[config.mk]
export PLATFORM = sky130hd
export DESIGN_NAME = rpn_stack_evaluator
export DESIGN_NICKNAME = d
export VERILOG_FILES = /design/src/rtl/rse_pkg.sv /design/src/rtl/rse_cell.sv /design/src/rtl/rse_divider.sv /design/src/rtl/rpn_stack_evaluator.sv
export VERILOG_INCLUDE_DIRS = /design/src /design/src/rtl
export SDC_FILE = /design/constraint.sdc
export NUM_CORES = 2
export LEC_CHECK = 0
export ABC_AREA = 1
export BUFFER_PORTS_ARGS = -buffer_cell sky130_fd_sc_hd__buf_2
export CELL_PAD_IN_SITES_DETAIL_PLACEMENT = 1
export CELL_PAD_IN_SITES_GLOBAL_PLACEMENT = 1
export CORE_MARGIN = 3
export CORE_UTILIZATION = 45
export CTS_BUF_LIST = sky130_fd_sc_hd__clkbuf_2 sky130_fd_sc_hd__clkbuf_4 sky130_fd_sc_hd__clkbuf_8
export DETAILED_ROUTE_END_ITERATION = 16
export GPL_TIMING_DRIVEN = 0
export PLACE_DENSITY_LB_ADDON = 0.3
export RECOVER_POWER = 50
export SLEW_MARGIN = 30
export SYNTH_ARGS = -nofsm -noshare
export SYNTH_HDL_FRONTEND = slang
export SYNTH_SLANG_ARGS = --single-unit
[constraint.sdc]
create_clock -name clk_i -period 19.85 [get_ports clk_i]
set_clock_uncertainty 0.2 [all_clocks]
set_input_delay 3.97 -clock clk_i [delete_from_list [all_inputs] [get_ports clk_i]]
set_output_delay 3.97 -clock clk_i [all_outputs]
set_load 0.02 [all_outputs]
[src/rtl/rpn_stack_evaluator_macros.svh]
// ---------------------------------------------------------------------------
// RPN stack evaluator assertion macros
// Shorthand for clocked concurrent checks with async reset disable.
// ---------------------------------------------------------------------------
`ifndef RPN_STACK_EVALUATOR_MACROS_SVH
`define RPN_STACK_EVALUATOR_MACROS_SVH

// property must hold on every clock edge outside reset
`define RSE_ASSERT(lbl, clk, rst_n, prop) \
  lbl: assert property (@(posedge clk) disable iff (!rst_n) prop) \
    else $error("rse: assertion failed");

// condition must never be true outside reset
`define RSE_ASSERT_NEVER(lbl, clk, rst_n, cond) \
  `RSE_ASSERT(lbl, clk, rst_n, !(cond))

`endif

[src/rtl/rse_pkg.sv]
// ---------------------------------------------------------------------------
// RPN stack evaluator package
// Shared constants, codes and request/result types.
// ---------------------------------------------------------------------------
package rse_pkg;

  localparam int unsigned STACK_DEPTH = 16;
  localparam int unsigned CNT_W       = $clog2(STACK_DEPTH + 1);
  localparam int unsigned DATA_W      = 32;
  localparam int unsigned DIV_STEPS   = DATA_W;
  localparam int unsigned DIV_CNT_W   = $clog2(DIV_STEPS);

  typedef enum logic [2:0] {
    OP_PUSH    = 3'd0,
    OP_ADD     = 3'd1,
    OP_SUB     = 3'd2,
    OP_MUL     = 3'd3,
    OP_DIV     = 3'd4,
    OP_MOD     = 3'd5,
    OP_UNKNOWN = 3'd6
  } opcode_e;

  typedef enum logic [2:0] {
    ST_OK      = 3'd0,
    ST_UNDER   = 3'd1,
    ST_OVER    = 3'd2,
    ST_DIVZERO = 3'd3,
    ST_UNKNOWN = 3'd4
  } status_e;

  // per-cell shift command
  typedef enum logic [1:0] {
    STK_HOLD,
    STK_PUSH,     // take value from above (cell 0: new value)
    STK_PULL1,    // take value one below
    STK_PULL2     // take value two below
  } stk_cmd_e;

  typedef enum logic [0:0] {
    TS_IDLE,
    TS_DIV
  } top_state_e;

  typedef enum logic [1:0] {
    DV_IDLE,
    DV_RUN,
    DV_FIX
  } div_state_e;

  typedef struct packed {
    logic [2:0]  opcode;
    logic [30:0] operand;
    logic        last_token;
  } token_t;

  typedef struct packed {
    logic signed [31:0] top_value;
    logic [4:0]         stack_depth;
    logic [2:0]         status;
    logic               expression_end;
  } result_t;

  typedef struct packed {
    logic [DATA_W-1:0] dividend;
    logic [DATA_W-1:0] divisor;
    logic              is_mod;
  } div_req_t;

endpackage

[src/rtl/rse_cell.sv]
// ---------------------------------------------------------------------------
// RPN stack cell
// One stack entry; shifts toward the bottom on push, toward the top on pop.
// ---------------------------------------------------------------------------
module rse_cell (
  input  logic                           clk_i,
  input  rse_pkg::stk_cmd_e              cmd_i,
  input  logic [rse_pkg::DATA_W-1:0]     up_i,
  input  logic [rse_pkg::DATA_W-1:0]     dn1_i,
  input  logic [rse_pkg::DATA_W-1:0]     dn2_i,
  output logic [rse_pkg::DATA_W-1:0]     value_o
);

  logic [rse_pkg::DATA_W-1:0] value_q;
  logic [rse_pkg::DATA_W-1:0] value_d;

  always_comb begin
    unique case (cmd_i)
      rse_pkg::STK_PUSH:  value_d = up_i;
      rse_pkg::STK_PULL1: value_d = dn1_i;
      rse_pkg::STK_PULL2: value_d = dn2_i;
      default:            value_d = value_q;
    endcase
  end

  always_ff @(posedge clk_i) begin
    value_q <= value_d;
  end

  assign value_o = value_q;

endmodule

[src/rtl/rse_divider.sv]
// ---------------------------------------------------------------------------
// RPN signed divider
// Radix-2 restoring divider on magnitudes, one quotient bit per cycle,
// then a sign fix; returns quotient or remainder truncated toward zero.
// ---------------------------------------------------------------------------
module rse_divider (
  input  logic                        clk_i,
  input  logic                        rst_ni,
  input  logic                        start_i,
  input  rse_pkg::div_req_t           req_i,
  output logic                        done_o,
  output logic [rse_pkg::DATA_W-1:0]  result_o
);

  localparam int unsigned W = rse_pkg::DATA_W;

  rse_pkg::div_state_e state_q, state_d;

  logic [rse_pkg::DIV_CNT_W-1:0] cnt_q, cnt_d;
  logic [W-1:0] rem_q, rem_d;
  logic [W-1:0] quo_q, quo_d;
  logic [W-1:0] dvs_q, dvs_d;
  logic         neg_q_q, neg_q_d;   // quotient sign
  logic         neg_r_q, neg_r_d;   // remainder sign
  logic         is_mod_q, is_mod_d;
  logic [W-1:0] result_q, result_d;
  logic         done_q, done_d;

  logic [W:0]   rem_sh;
  logic [W:0]   diff;
  logic [W-1:0] mag;

  always_comb begin
    state_d  = state_q;
    cnt_d    = cnt_q;
    rem_d    = rem_q;
    quo_d    = quo_q;
    dvs_d    = dvs_q;
    neg_q_d  = neg_q_q;
    neg_r_d  = neg_r_q;
    is_mod_d = is_mod_q;
    result_d = result_q;
    done_d   = 1'b0;
    rem_sh   = {rem_q, quo_q[W-1]};
    diff     = rem_sh - {1'b0, dvs_q};
    mag      = is_mod_q ? rem_q : quo_q;

    unique case (state_q)
      rse_pkg::DV_IDLE: begin
        if (start_i) begin
          quo_d    = req_i.dividend[W-1] ? (~req_i.dividend + 1'b1) : req_i.dividend;
          dvs_d    = req_i.divisor[W-1] ? (~req_i.divisor + 1'b1) : req_i.divisor;
          rem_d    = '0;
          cnt_d    = '0;
          neg_q_d  = req_i.dividend[W-1] ^ req_i.divisor[W-1];
          neg_r_d  = req_i.dividend[W-1];
          is_mod_d = req_i.is_mod;
          state_d  = rse_pkg::DV_RUN;
        end
      end
      rse_pkg::DV_RUN: begin
        if (!diff[W]) begin
          rem_d = diff[W-1:0];
          quo_d = {quo_q[W-2:0], 1'b1};
        end else begin
          rem_d = rem_sh[W-1:0];
          quo_d = {quo_q[W-2:0], 1'b0};
        end
        cnt_d = cnt_q + 1'b1;
        if (cnt_q == rse_pkg::DIV_CNT_W'(rse_pkg::DIV_STEPS - 1)) begin
          state_d = rse_pkg::DV_FIX;
        end
      end
      rse_pkg::DV_FIX: begin
        if (is_mod_q ? neg_r_q : neg_q_q) begin
          result_d = ~mag + 1'b1;
        end else begin
          result_d = mag;
        end
        done_d  = 1'b1;
        state_d = rse_pkg::DV_IDLE;
      end
      default: state_d = rse_pkg::DV_IDLE;
    endcase
  end

  always_ff @(posedge clk_i or negedge rst_ni) begin
    if (!rst_ni) begin
      state_q <= rse_pkg::DV_IDLE;
      cnt_q   <= '0;
      done_q  <= 1'b0;
    end else begin
      state_q <= state_d;
      cnt_q   <= cnt_d;
      done_q  <= done_d;
    end
  end

  always_ff @(posedge clk_i) begin
    rem_q    <= rem_d;
    quo_q    <= quo_d;
    dvs_q    <= dvs_d;
    neg_q_q  <= neg_q_d;
    neg_r_q  <= neg_r_d;
    is_mod_q <= is_mod_d;
    result_q <= result_d;
  end

  assign done_o   = done_q;
  assign result_o = result_q;

endmodule

[src/rtl/rpn_stack_evaluator.sv]
// ---------------------------------------------------------------------------
// RPN stack evaluator
// Reverse Polish evaluator over a 16-entry signed 32-bit operand stack.
// ---------------------------------------------------------------------------
// A request is taken when start is high and busy is low; its result shows on
// result_o for one cycle with result_valid_o, in the cycle after the request for
// push, add, subtract, multiply and all error cases, and the receiver cannot
// stall it. Those requests can be issued every cycle. Divide and modulo with
// a nonzero divisor hold busy high through the radix-2 divider's iterations,
// its sign-fix step and the writeback. The stack is a row of cells that shift
// in place; entries never written read back as undefined, and no clearing
// pass is needed.
// ---------------------------------------------------------------------------
module rpn_stack_evaluator (
  input  logic               clk_i,
  input  logic               rst_ni,
  input  logic               start,
  output logic               busy,
  input  rse_pkg::token_t    token_i,
  output logic               result_valid_o,
  output rse_pkg::result_t   result_o
);

  `include "rpn_stack_evaluator_macros.svh"

  localparam int unsigned W     = rse_pkg::DATA_W;
  localparam int unsigned DEPTH = rse_pkg::STACK_DEPTH;
  localparam int unsigned CW    = rse_pkg::CNT_W;

  rse_pkg::top_state_e state_q, state_d;

  logic [CW-1:0]     count_q, count_d;
  logic              last_q, last_d;
  logic              valid_q, valid_d;
  rse_pkg::result_t  res_q, res_d;

  logic [W-1:0]      cell_q [DEPTH];
  rse_pkg::stk_cmd_e cmd;
  logic [W-1:0]      new_val;
  logic [W-1:0]      top_val, nxt_val, third_val;
  logic [CW-1:0]     depth_nx;
  logic [W-1:0]      out_top;
  logic [2:0]        status;

  logic              accept;
  logic              div_start;
  rse_pkg::div_req_t div_req;
  logic              div_done;
  logic [W-1:0]      div_result;

  assign busy    = (state_q != rse_pkg::TS_IDLE);
  assign accept  = start && !busy;
  assign top_val = cell_q[0];
  assign nxt_val = cell_q[1];

  // ---------------- stack cells
  for (genvar i = 0; i < DEPTH; i++) begin : g_cell
    rse_pkg::stk_cmd_e cell_cmd;
    logic [W-1:0]      up, dn1, dn2;

    if (i == 0) begin : g_top
      assign up       = new_val;
      // cell 0 loads the op result where the rest pull up by one
      assign cell_cmd = (cmd == rse_pkg::STK_PULL1) ? rse_pkg::STK_PUSH : cmd;
    end else begin : g_mid
      assign up       = cell_q[i-1];
      assign cell_cmd = cmd;
    end
    if (i + 1 < DEPTH) begin : g_dn1
      assign dn1 = cell_q[i+1];
    end else begin : g_dn1_end
      assign dn1 = '0;
    end
    if (i + 2 < DEPTH) begin : g_dn2
      assign dn2 = cell_q[i+2];
    end else begin : g_dn2_end
      assign dn2 = '0;
    end

    rse_cell u_cell (
      .clk_i   (clk_i),
      .cmd_i   (cell_cmd),
      .up_i    (up),
      .dn1_i   (dn1),
      .dn2_i   (dn2),
      .value_o (cell_q[i])
    );
  end

  if (DEPTH > 2) begin : g_third
    assign third_val = cell_q[2];
  end else begin : g_no_third
    assign third_val = '0;
  end

  // ---------------- divider
  assign div_req.dividend = nxt_val;
  assign div_req.divisor  = top_val;
  assign div_req.is_mod   = (token_i.opcode == rse_pkg::OP_MOD);

  rse_divider u_div (
    .clk_i    (clk_i),
    .rst_ni   (rst_ni),
    .start_i  (div_start),
    .req_i    (div_req),
    .done_o   (div_done),
    .result_o (div_result)
  );

  // ---------------- control
  always_comb begin
    state_d   = state_q;
    cmd       = rse_pkg::STK_HOLD;
    new_val   = '0;
    depth_nx  = count_q;
    status    = rse_pkg::ST_OK;
    out_top   = top_val;
    div_start = 1'b0;
    last_d    = last_q;
    valid_d   = 1'b0;

    unique case (state_q)
      rse_pkg::TS_IDLE: begin
        if (accept) begin
          last_d  = token_i.last_token;
          valid_d = 1'b1;
          case (token_i.opcode) inside
            rse_pkg::OP_PUSH: begin
              if (count_q == CW'(DEPTH)) begin
                status = rse_pkg::ST_OVER;
              end else begin
                cmd      = rse_pkg::STK_PUSH;
                new_val  = {1'b0, token_i.operand};
                out_top  = new_val;
                depth_nx = count_q + 1'b1;
              end
            end
            rse_pkg::OP_ADD, rse_pkg::OP_SUB, rse_pkg::OP_MUL,
            rse_pkg::OP_DIV, rse_pkg::OP_MOD: begin
              if (count_q < CW'(2)) begin
                status = rse_pkg::ST_UNDER;
              end else if (token_i.opcode == rse_pkg::OP_ADD) begin
                cmd      = rse_pkg::STK_PULL1;
                new_val  = nxt_val + top_val;
                out_top  = new_val;
                depth_nx = count_q - 1'b1;
              end else if (token_i.opcode == rse_pkg::OP_SUB) begin
                cmd      = rse_pkg::STK_PULL1;
                new_val  = nxt_val - top_val;
                out_top  = new_val;
                depth_nx = count_q - 1'b1;
              end else if (token_i.opcode == rse_pkg::OP_MUL) begin
                cmd      = rse_pkg::STK_PULL1;
                new_val  = nxt_val * top_val;
                out_top  = new_val;
                depth_nx = count_q - 1'b1;
              end else if (top_val == '0) begin
                cmd      = rse_pkg::STK_PULL2;
                status   = rse_pkg::ST_DIVZERO;
                depth_nx = count_q - CW'(2);
                out_top  = third_val;
              end else begin
                div_start = 1'b1;
                valid_d   = 1'b0;
                state_d   = rse_pkg::TS_DIV;
              end
            end
            default: status = rse_pkg::ST_UNKNOWN;
          endcase
        end
      end
      rse_pkg::TS_DIV: begin
        if (div_done) begin
          cmd      = rse_pkg::STK_PULL1;
          new_val  = div_result;
          out_top  = new_val;
          depth_nx = count_q - 1'b1;
          valid_d  = 1'b1;
          state_d  = rse_pkg::TS_IDLE;
        end
      end
      default: state_d = rse_pkg::TS_IDLE;
    endcase

    if (depth_nx == '0) begin
      out_top = '0;
    end
    res_d.top_value      = out_top;
    res_d.stack_depth    = 5'(depth_nx);
    res_d.status         = status;
    res_d.expression_end = last_d;
    // last token empties the stack after its result is formed
    count_d = (valid_d && last_d) ? '0 : depth_nx;
  end

  always_ff @(posedge clk_i or negedge rst_ni) begin
    if (!rst_ni) begin
      state_q <= rse_pkg::TS_IDLE;
      count_q <= '0;
      valid_q <= 1'b0;
      last_q  <= 1'b0;
    end else begin
      state_q <= state_d;
      count_q <= count_d;
      valid_q <= valid_d;
      last_q  <= last_d;
    end
  end

  always_ff @(posedge clk_i) begin
    if (valid_d) begin
      res_q <= res_d;
    end
  end

  assign result_valid_o = valid_q;
  assign result_o       = res_q;

  // ---------------- assertions
  `RSE_ASSERT(a_count_range, clk_i, rst_ni, count_q <= CW'(DEPTH))
  `RSE_ASSERT(a_fast_strobe, clk_i, rst_ni, (accept && !div_start) |=> result_valid_o)
  `RSE_ASSERT(a_done_in_wait, clk_i, rst_ni, div_done |-> (state_q == rse_pkg::TS_DIV))
  `RSE_ASSERT_NEVER(a_no_strobe_in_wait, clk_i, rst_ni,
                    (state_q == rse_pkg::TS_DIV) && result_valid_o)
  `RSE_ASSERT(a_depth_range, clk_i, rst_ni,
              result_valid_o |-> (result_o.stack_depth <= 5'(DEPTH)))

endmodule
; ---- Word level (Yosys, flattened, before mapping)
; Index checks and enable logic that the tools add are counted.
[totals]
inputBits = 38
regBits = 700
word_cells = 196
output_inout_bits = 43
[classes]
bitwise_logic = 6
n_mux = 109
order_cmp = 1
n_reduce_logical = 17
n_mul = 1
n_eq_ne = 17
n_addsub = 10
[op_table]
columns = op, count
row1 = case mux 32 bit (3 select lines), 15
row2 = two-way mux 32 bit, 24
row3 = case mux 32 bit (2 select lines), 5
row4 = "adder 32 x 1 -> 32 bit, second input constant", 3
row5 = NOT 32 bit, 3
row6 = two-way mux 31 bit, 2
row7 = two-way mux 5 bit, 12
row8 = two-way mux 2 bit, 17
row9 = subtractor 33 x 32 -> 33 bit, 1
row10 = adder 32 bit, 1
row11 = zero test 32 bit, 1
row12 = multiplier 32 x 32 -> 32 bit, 1
row13 = subtractor 32 bit, 1
row14 = two-way mux 1 bit, 25
row15 = case mux 5 bit (2 select lines), 2
row16 = "adder 5 x 1 -> 5 bit, second input constant", 2
row17 = "== test 2 bit, second input constant", 5
row18 = "== test 5 bit, second input constant", 2
row19 = two-way mux 3 bit, 3
row20 = case mux 2 bit (2 select lines), 2
row21 = "== test 2 x 1 -> 1 bit, second input constant", 3
row22 = "== test 3 x 2 -> 1 bit, second input constant", 2
row23 = "== test 3 bit, second input constant", 2
row24 = AND reduction 2 bit, 3
row25 = other kinds (18), 24

; ---- Logic depth before layout (Yosys ltp)
[depth]
word_depth = 14
ltp_mapped = 41
ltp_nobuf = 39

; ---- Hierarchy
; Synthesis repeated with hierarchy kept, for this count alone.
[hier_totals]
cells_unflattened = 8595
hier_area_um2 = 65549.1
[by_module_without_submodules]
columns = mod, area_each_um2, instances, seq_area_each_um2, cells_per_inst
row1 = rse_cell, 1712.9, 16, 960.9, 180
row2 = rpn_stack_evaluator, 27010.9, 1, 1431.4, 4105
row3 = rse_divider, 11131.9, 1, 4134.0, 1610

; ---- Worst setup path before layout
; OpenSTA, ideal clock, no wires.
[synth_path]
kind = input-to-reg
from = in token_i[32] (netlist name)
to = reg g_cell[0].u_cell.value_q (netlist bit g_cell[0].u_cell.value_o[0]), enable pin
arrival_time_ns = 13.981
path_slack_ns = 2.005
setup_time_ns = 3.664
stages = 10
required_time_ns = 15.986
path_cell_list = nor2_1 nor2_1 a21oi_1 nor2_2 inv_2 nor2_1 a21oi_2 clkbuf_1 clkbuf_1 nand2_1
[synth_between]
elab_chain_cells = 13
elab_cells_between_ends = 21
[synth_rtl]
columns = element, line_no
row1 = "start, declared", rpn_stack_evaluator.sv:19  ; input rse_pkg::token_t token_i,
row2 = == test 3 x 2 -> 1 bit, rpn_stack_evaluator.sv:152  ; end else if (token_i.opcode == rse_pkg::OP_MUL) begin
row3 = two-way mux 2 bit, rpn_stack_evaluator.sv:152
row4 = two-way mux 2 bit, rpn_stack_evaluator.sv:147  ; end else if (token_i.opcode == rse_pkg::OP_SUB) begin
row5 = two-way mux 2 bit, rpn_stack_evaluator.sv:142  ; end else if (token_i.opcode == rse_pkg::OP_ADD) begin
row6 = two-way mux 2 bit, rpn_stack_evaluator.sv:140  ; if (count_q < CW'(2)) begin
row7 = two-way mux 2 bit, rpn_stack_evaluator.sv:127  ; case (token_i.opcode) inside
row8 = two-way mux 2 bit *, rpn_stack_evaluator.sv:127
row9 = two-way mux 2 bit *, rpn_stack_evaluator.sv:124  ; if (accept) begin
row10 = case mux 2 bit (2 select lines) *, rpn_stack_evaluator.sv:122  ; unique case (state_q)
row11 = == test 2 bit, rpn_stack_evaluator.sv:64  ; assign cell_cmd = (cmd == rse_pkg::STK_PULL1) ? rse_pkg::STK_PUSH : cmd;
row12 = two-way mux 2 bit *, rpn_stack_evaluator.sv:64
row13 = == test 2 x 1 -> 1 bit or == test 2 bit (tied branches), rse_cell.sv:18  ; unique case (cmd_i)
row14 = nonzero test 3 bit (no line) *, n/a
row15 = "end signal, assigned", rse_cell.sv:27  ; value_q <= value_d;
row16 = "end, declared", rse_cell.sv:14  ; logic [rse_pkg::DATA_W-1:0] value_q;
; Every way passes the cells marked *; elsewhere a longest branch is shown, timed or not.
; A chain may end at the register's enable or synchronous reset.

; ---- Worst setup path in the final report
[layout_path]
from = reg g_cell[0].u_cell.value_q (netlist bit g_cell[0].u_cell.value_o[7])
to = reg res_q (netlist bit result_o[31]) (data pin)
[layout_between]
elab_chain_cells = 11
elab_cells_between_ends = 23
[layout_rtl]
columns = element, line_no
row1 = branches (longest 11 deep; another with multiplier 32 x 32 -> 32 bit), n/a
row2 = "end signal, assigned", rpn_stack_evaluator.sv:212  ; res_q <= res_d;
row3 = "end, declared", rpn_stack_evaluator.sv:35  ; rse_pkg::result_t res_q, res_d;
; Parallel ways; which one is timed is not known.

==> results.yml <==
floorplanning:
  ios: 81
  die_h_um: 368
  num_rows: 132
  die_x_um: 368
  die_area_sq_mm: 0.136
  core_area_sq_mm: 0.130
  initial_core_util_pct: 45.5
clock_network:
  postCtsSetupBuffers: 0
  clkSinkCount: 700
  clockBufferDepth: 3
  clk_pin_slew_ns: 0.06
  htreeDepth: 3
  clockRootBuffer: "clkbuf_8"
  cts_buffers: 121
  cts_tree: "yes"
  postCtsResizedCells: 0
  clk_latency_ns: 0.89
  ctsHoldBuffers: 0
power:
  seq_power_share_pct: 18.8
  switching_share_pct: 54.9
  power_switching_mw: 5.85
  p_int_mw: 4.82
  combPwrFrac_pct: 67.8
  ir_drop_mv: 0.341
  p_per_area_mw_per_mm2: 166
  p_leak_nw: 29.6
  clkPwrFrac_pct: 13.4
timing:
  finalHoldViolations: 0
  fmax_mhz: 97.0
  slew_violations: 108
  worst_slew_pin_slew_ns: 2.26
  max_slew_margin_pct: -50.5
  post-route-min-period_ns: 10.31
  setup_violations: 0
  fin_hold_ws_ns: 0.320
  fin_tns_setup_ns: 0
  fin_crit_sh_pct: 51.9
  grt_setup_unrepaired: "false"
logic_synthesis:
  avgSynthCellArea_sq_um: 8.35
  synth_seq_cells: 700
  seq_area_frac_synth_pct: 35.5
  syn_area_sq_mm: 0.0590
  synthCells: 7066
  synth_warnings: 0
  synth_cell_types: 66
  syn_nets: 7742
global_routing:
  grt_pass1_wl_mm: 378
  grt_max_degree: 51
  antenna_found_initial: 17
  grt_remaining_overflow: 0
  grt_pass1_vias: 55800
  grtUsageTotal_pct: 38.3
worst_setup_path:
  required_ns: 20.19
  path_class: "register to register"
  worst-path-buf-inv: 7
  start_kind: "register"
  cpMostUsedCell: "fa_1"
  timing.rr.start: "g_cell[0].u_cell.value_o[7]"
  crit_arrival_ns: 10.65
  path_max_fanout: 10
  critPathCaptureType: "register"
  reg2reg_setup_slack_ns: 9.54
  cp_top_family: "adder cells"
  cpPeakStageDelay_ns: 0.85
  reg2regPathDepth: 31
  timing.rr.end: "result_o[31]"
  crit_slowest_cell: "clkbuf_1"
finish:
  drive_gt1_share_pct: 5.56
  postLayoutCoreUtil_pct: 49.5
  final_cell_count_no_fill: 9136
  syn_to_final_growth_pct: 8.81
  nets: 7967
hold_path:
  hold_path_end: "u_div.cnt_q[0]"
  worst_hold_path_type: "register to register"
  min_path_cells: 1
  hp-start: "u_div.cnt_q[0]"
route:
  wl_per_cell_um: 28.9
  first_iter_violations: 5373
  vias: 53500
  vias_per_cell: 5.85
  wl_mm: 264
  first_pass_iters: 6
  antenna_left: 0
  remaining_drc_errors: 0
place:
  dp_hpwl_mm: 219
  gp_congestion: 1.06
  port_buffers: 80
  placed_cells: 8909
run_status:
  violations: "max-capacitance violations, max-slew violations"
  status: "complete, but fails checks"
job:
  maxCapViolations: 5
==> worst max-delay path by stage <==
stage,start,slack [ns],cells after the start,to
2_1_floorplan,token_i[32],2.01,10,g_cell[0].u_cell.value_o[0]
3_3_place_gp,token_i[32],-5.64,11,g_cell[14].u_cell.value_o[22]
3_5_place_dp,g_cell[1].u_cell.value_o[11],9.87,33,result_o[39]
4_1_cts,g_cell[1].u_cell.value_o[11],9.77,33,result_o[39]
5_1_grt,g_cell[1].u_cell.value_o[11],9.34,34,result_o[39]
6_report,g_cell[0].u_cell.value_o[7],9.54,31,result_o[31]
==> synthesized netlist by cell type, drive strengths merged <==
library cell	instances	area share, %
a211o	1	0.015
a211oi	16	0.20
a21boi	5	0.064
a21o	19	0.24
a21oi	371	3.2
a221oi	13	0.19
a22oi	3	0.038
a2bb2oi	1	0.015
a311oi	1	0.015
a31o	2	0.030
a31oi	18	0.19
and2	1	0.011
and3	5	0.053
buf	212	1.9
clkbuf	184	1.2
clkinv	11	0.074
dfrtp	16	0.68
edfxtp	684	35
fa	411	14
ha	227	4.8
inv	1499	9.5
mux2i	5	0.085
nand2	1708	11
nand3	212	1.8
nand3b	7	0.089
nand4	31	0.33
nor2	288	1.9
nor3	49	0.50
nor3b	2	0.034
nor4	12	0.14
o2111ai	6	0.089
o211ai	42	0.54
o21a	22	0.28
o21ai	366	3.1
o21bai	19	0.24
o221ai	429	6.4
o22ai	8	0.085
o311ai	2	0.030
o31ai	9	0.11
o41ai	1	0.028
or2	18	0.19
or4	1	0.013
xnor2	24	0.36
xor2	105	1.6
==> power by group through the flow <==
stage | Clock (mW) | Sequential, mW | Combinational (mW)
2_1_floorplan | 0 | 2.02 | 4.11
3_3_place_gp | 0 | 2.08 | 6.74
3_5_place_dp | 0 | 2.02 | 7.04
4_1_cts | 1.45 | 1.99 | 7.08
5_1_grt | 1.51 | 2.01 | 7.83
6_report | 1.43 | 2.01 | 7.23
==> cell families (layout without fill, tap and decap cells) <==
group	Yosys count	count (layout)	share of synthesized area, %
muxes	5	5	0.0848
DFF	700	700	35.5
buffers and inverters	1906	2231	12.7
AOI/OAI and AO/OA	1354	1354	15.1
xor gates and xnor gates	129	129	1.91
and+or+nand+nor	2334	2334	16.0
adders and majority gates	638	638	18.8
other	0	3	0
==> layer usage <==
metal	routed length (um)	up-vias	part of all wire [%]	GRT usage (%)
met1	103000	26800	39	48.0
met4	18900	16	7.2	22.9
li1	-	23600	-	-
met2	119000	2444	45	61.1
met5	115	-	0.043	0
met3	23200	660	8.8	7.73
==> layout make-up <==
type | count | area [sq um]
diodes | 3 | 7.51
clock inverters | 66 | 611
clock buffers | 157 | 1940
multi-input cells | 4460 | 30500
well taps | 1742 | 2180
inverters | 1510 | 5670
plain buffers | 396 | 1700
flip-flops and latches | 700 | 20900
repair buffers | 102 | 684
fillers | 15800 | 65600
==> through the flow <==
step	setup slack (ns)	cell area (sq um)	power (mW)
3_3_place_gp	-5.64	61600	8.82
2_1_floorplan	2.01	59000	6.13
4_1_cts	9.77	64600	10.5
3_5_place_dp	9.87	62100	9.06
5_1_grt	9.34	64200	11.4
6_report	9.54	64200	10.7
==> worst register-to-register path, delay by kind of cell, from the launching register on <==
kind,cells,cell delay [ns]
flip-flops,1,0.43
adder cells (fa/ha/maj),9,4.28
AO/OA/AOI/OAI,8,2.17
buffers and inverters,7,2.00
AND/OR/NAND/NOR,7,0.93
==> cell usage in the layout (no fill, tap or decap), drive strengths merged, types with 8 or more instances in the layout <==
master	count
a31oi	18
inv	1500
nand3	212
ha	227
clkbuf	453
o211ai	42
o22ai	8
fa	411
nor4	12
a21oi	371
dfrtp	16
nor2	288
edfxtp	684
xnor2	24
a221oi	13
buf	202
clkinv	68
o21ai	366
o21a	22
o21bai	19
o31ai	9
nor3	49
or2	18
o221ai	429
xor2	105
a211oi	16
nand4	31
a21o	19
nand2	1708
==> registers in the layout (all words and copies together), names as in the netlist <==
signal,count
u_div.quo_q,32
u_div.rem_q,32
result_o,41
u_div.cnt_q,5
last_q,1
u_div.neg_r_q,1
count_q,5
u_div.done_o,1
u_div.is_mod_q,1
result_valid_o,1
u_div.neg_q_q,1
busy,1
u_div.result_o,32
u_div.state_q,2
g_cell.u_cell.value_o,512
u_div.dvs_q,32
(Power assumes the default switching activity.)
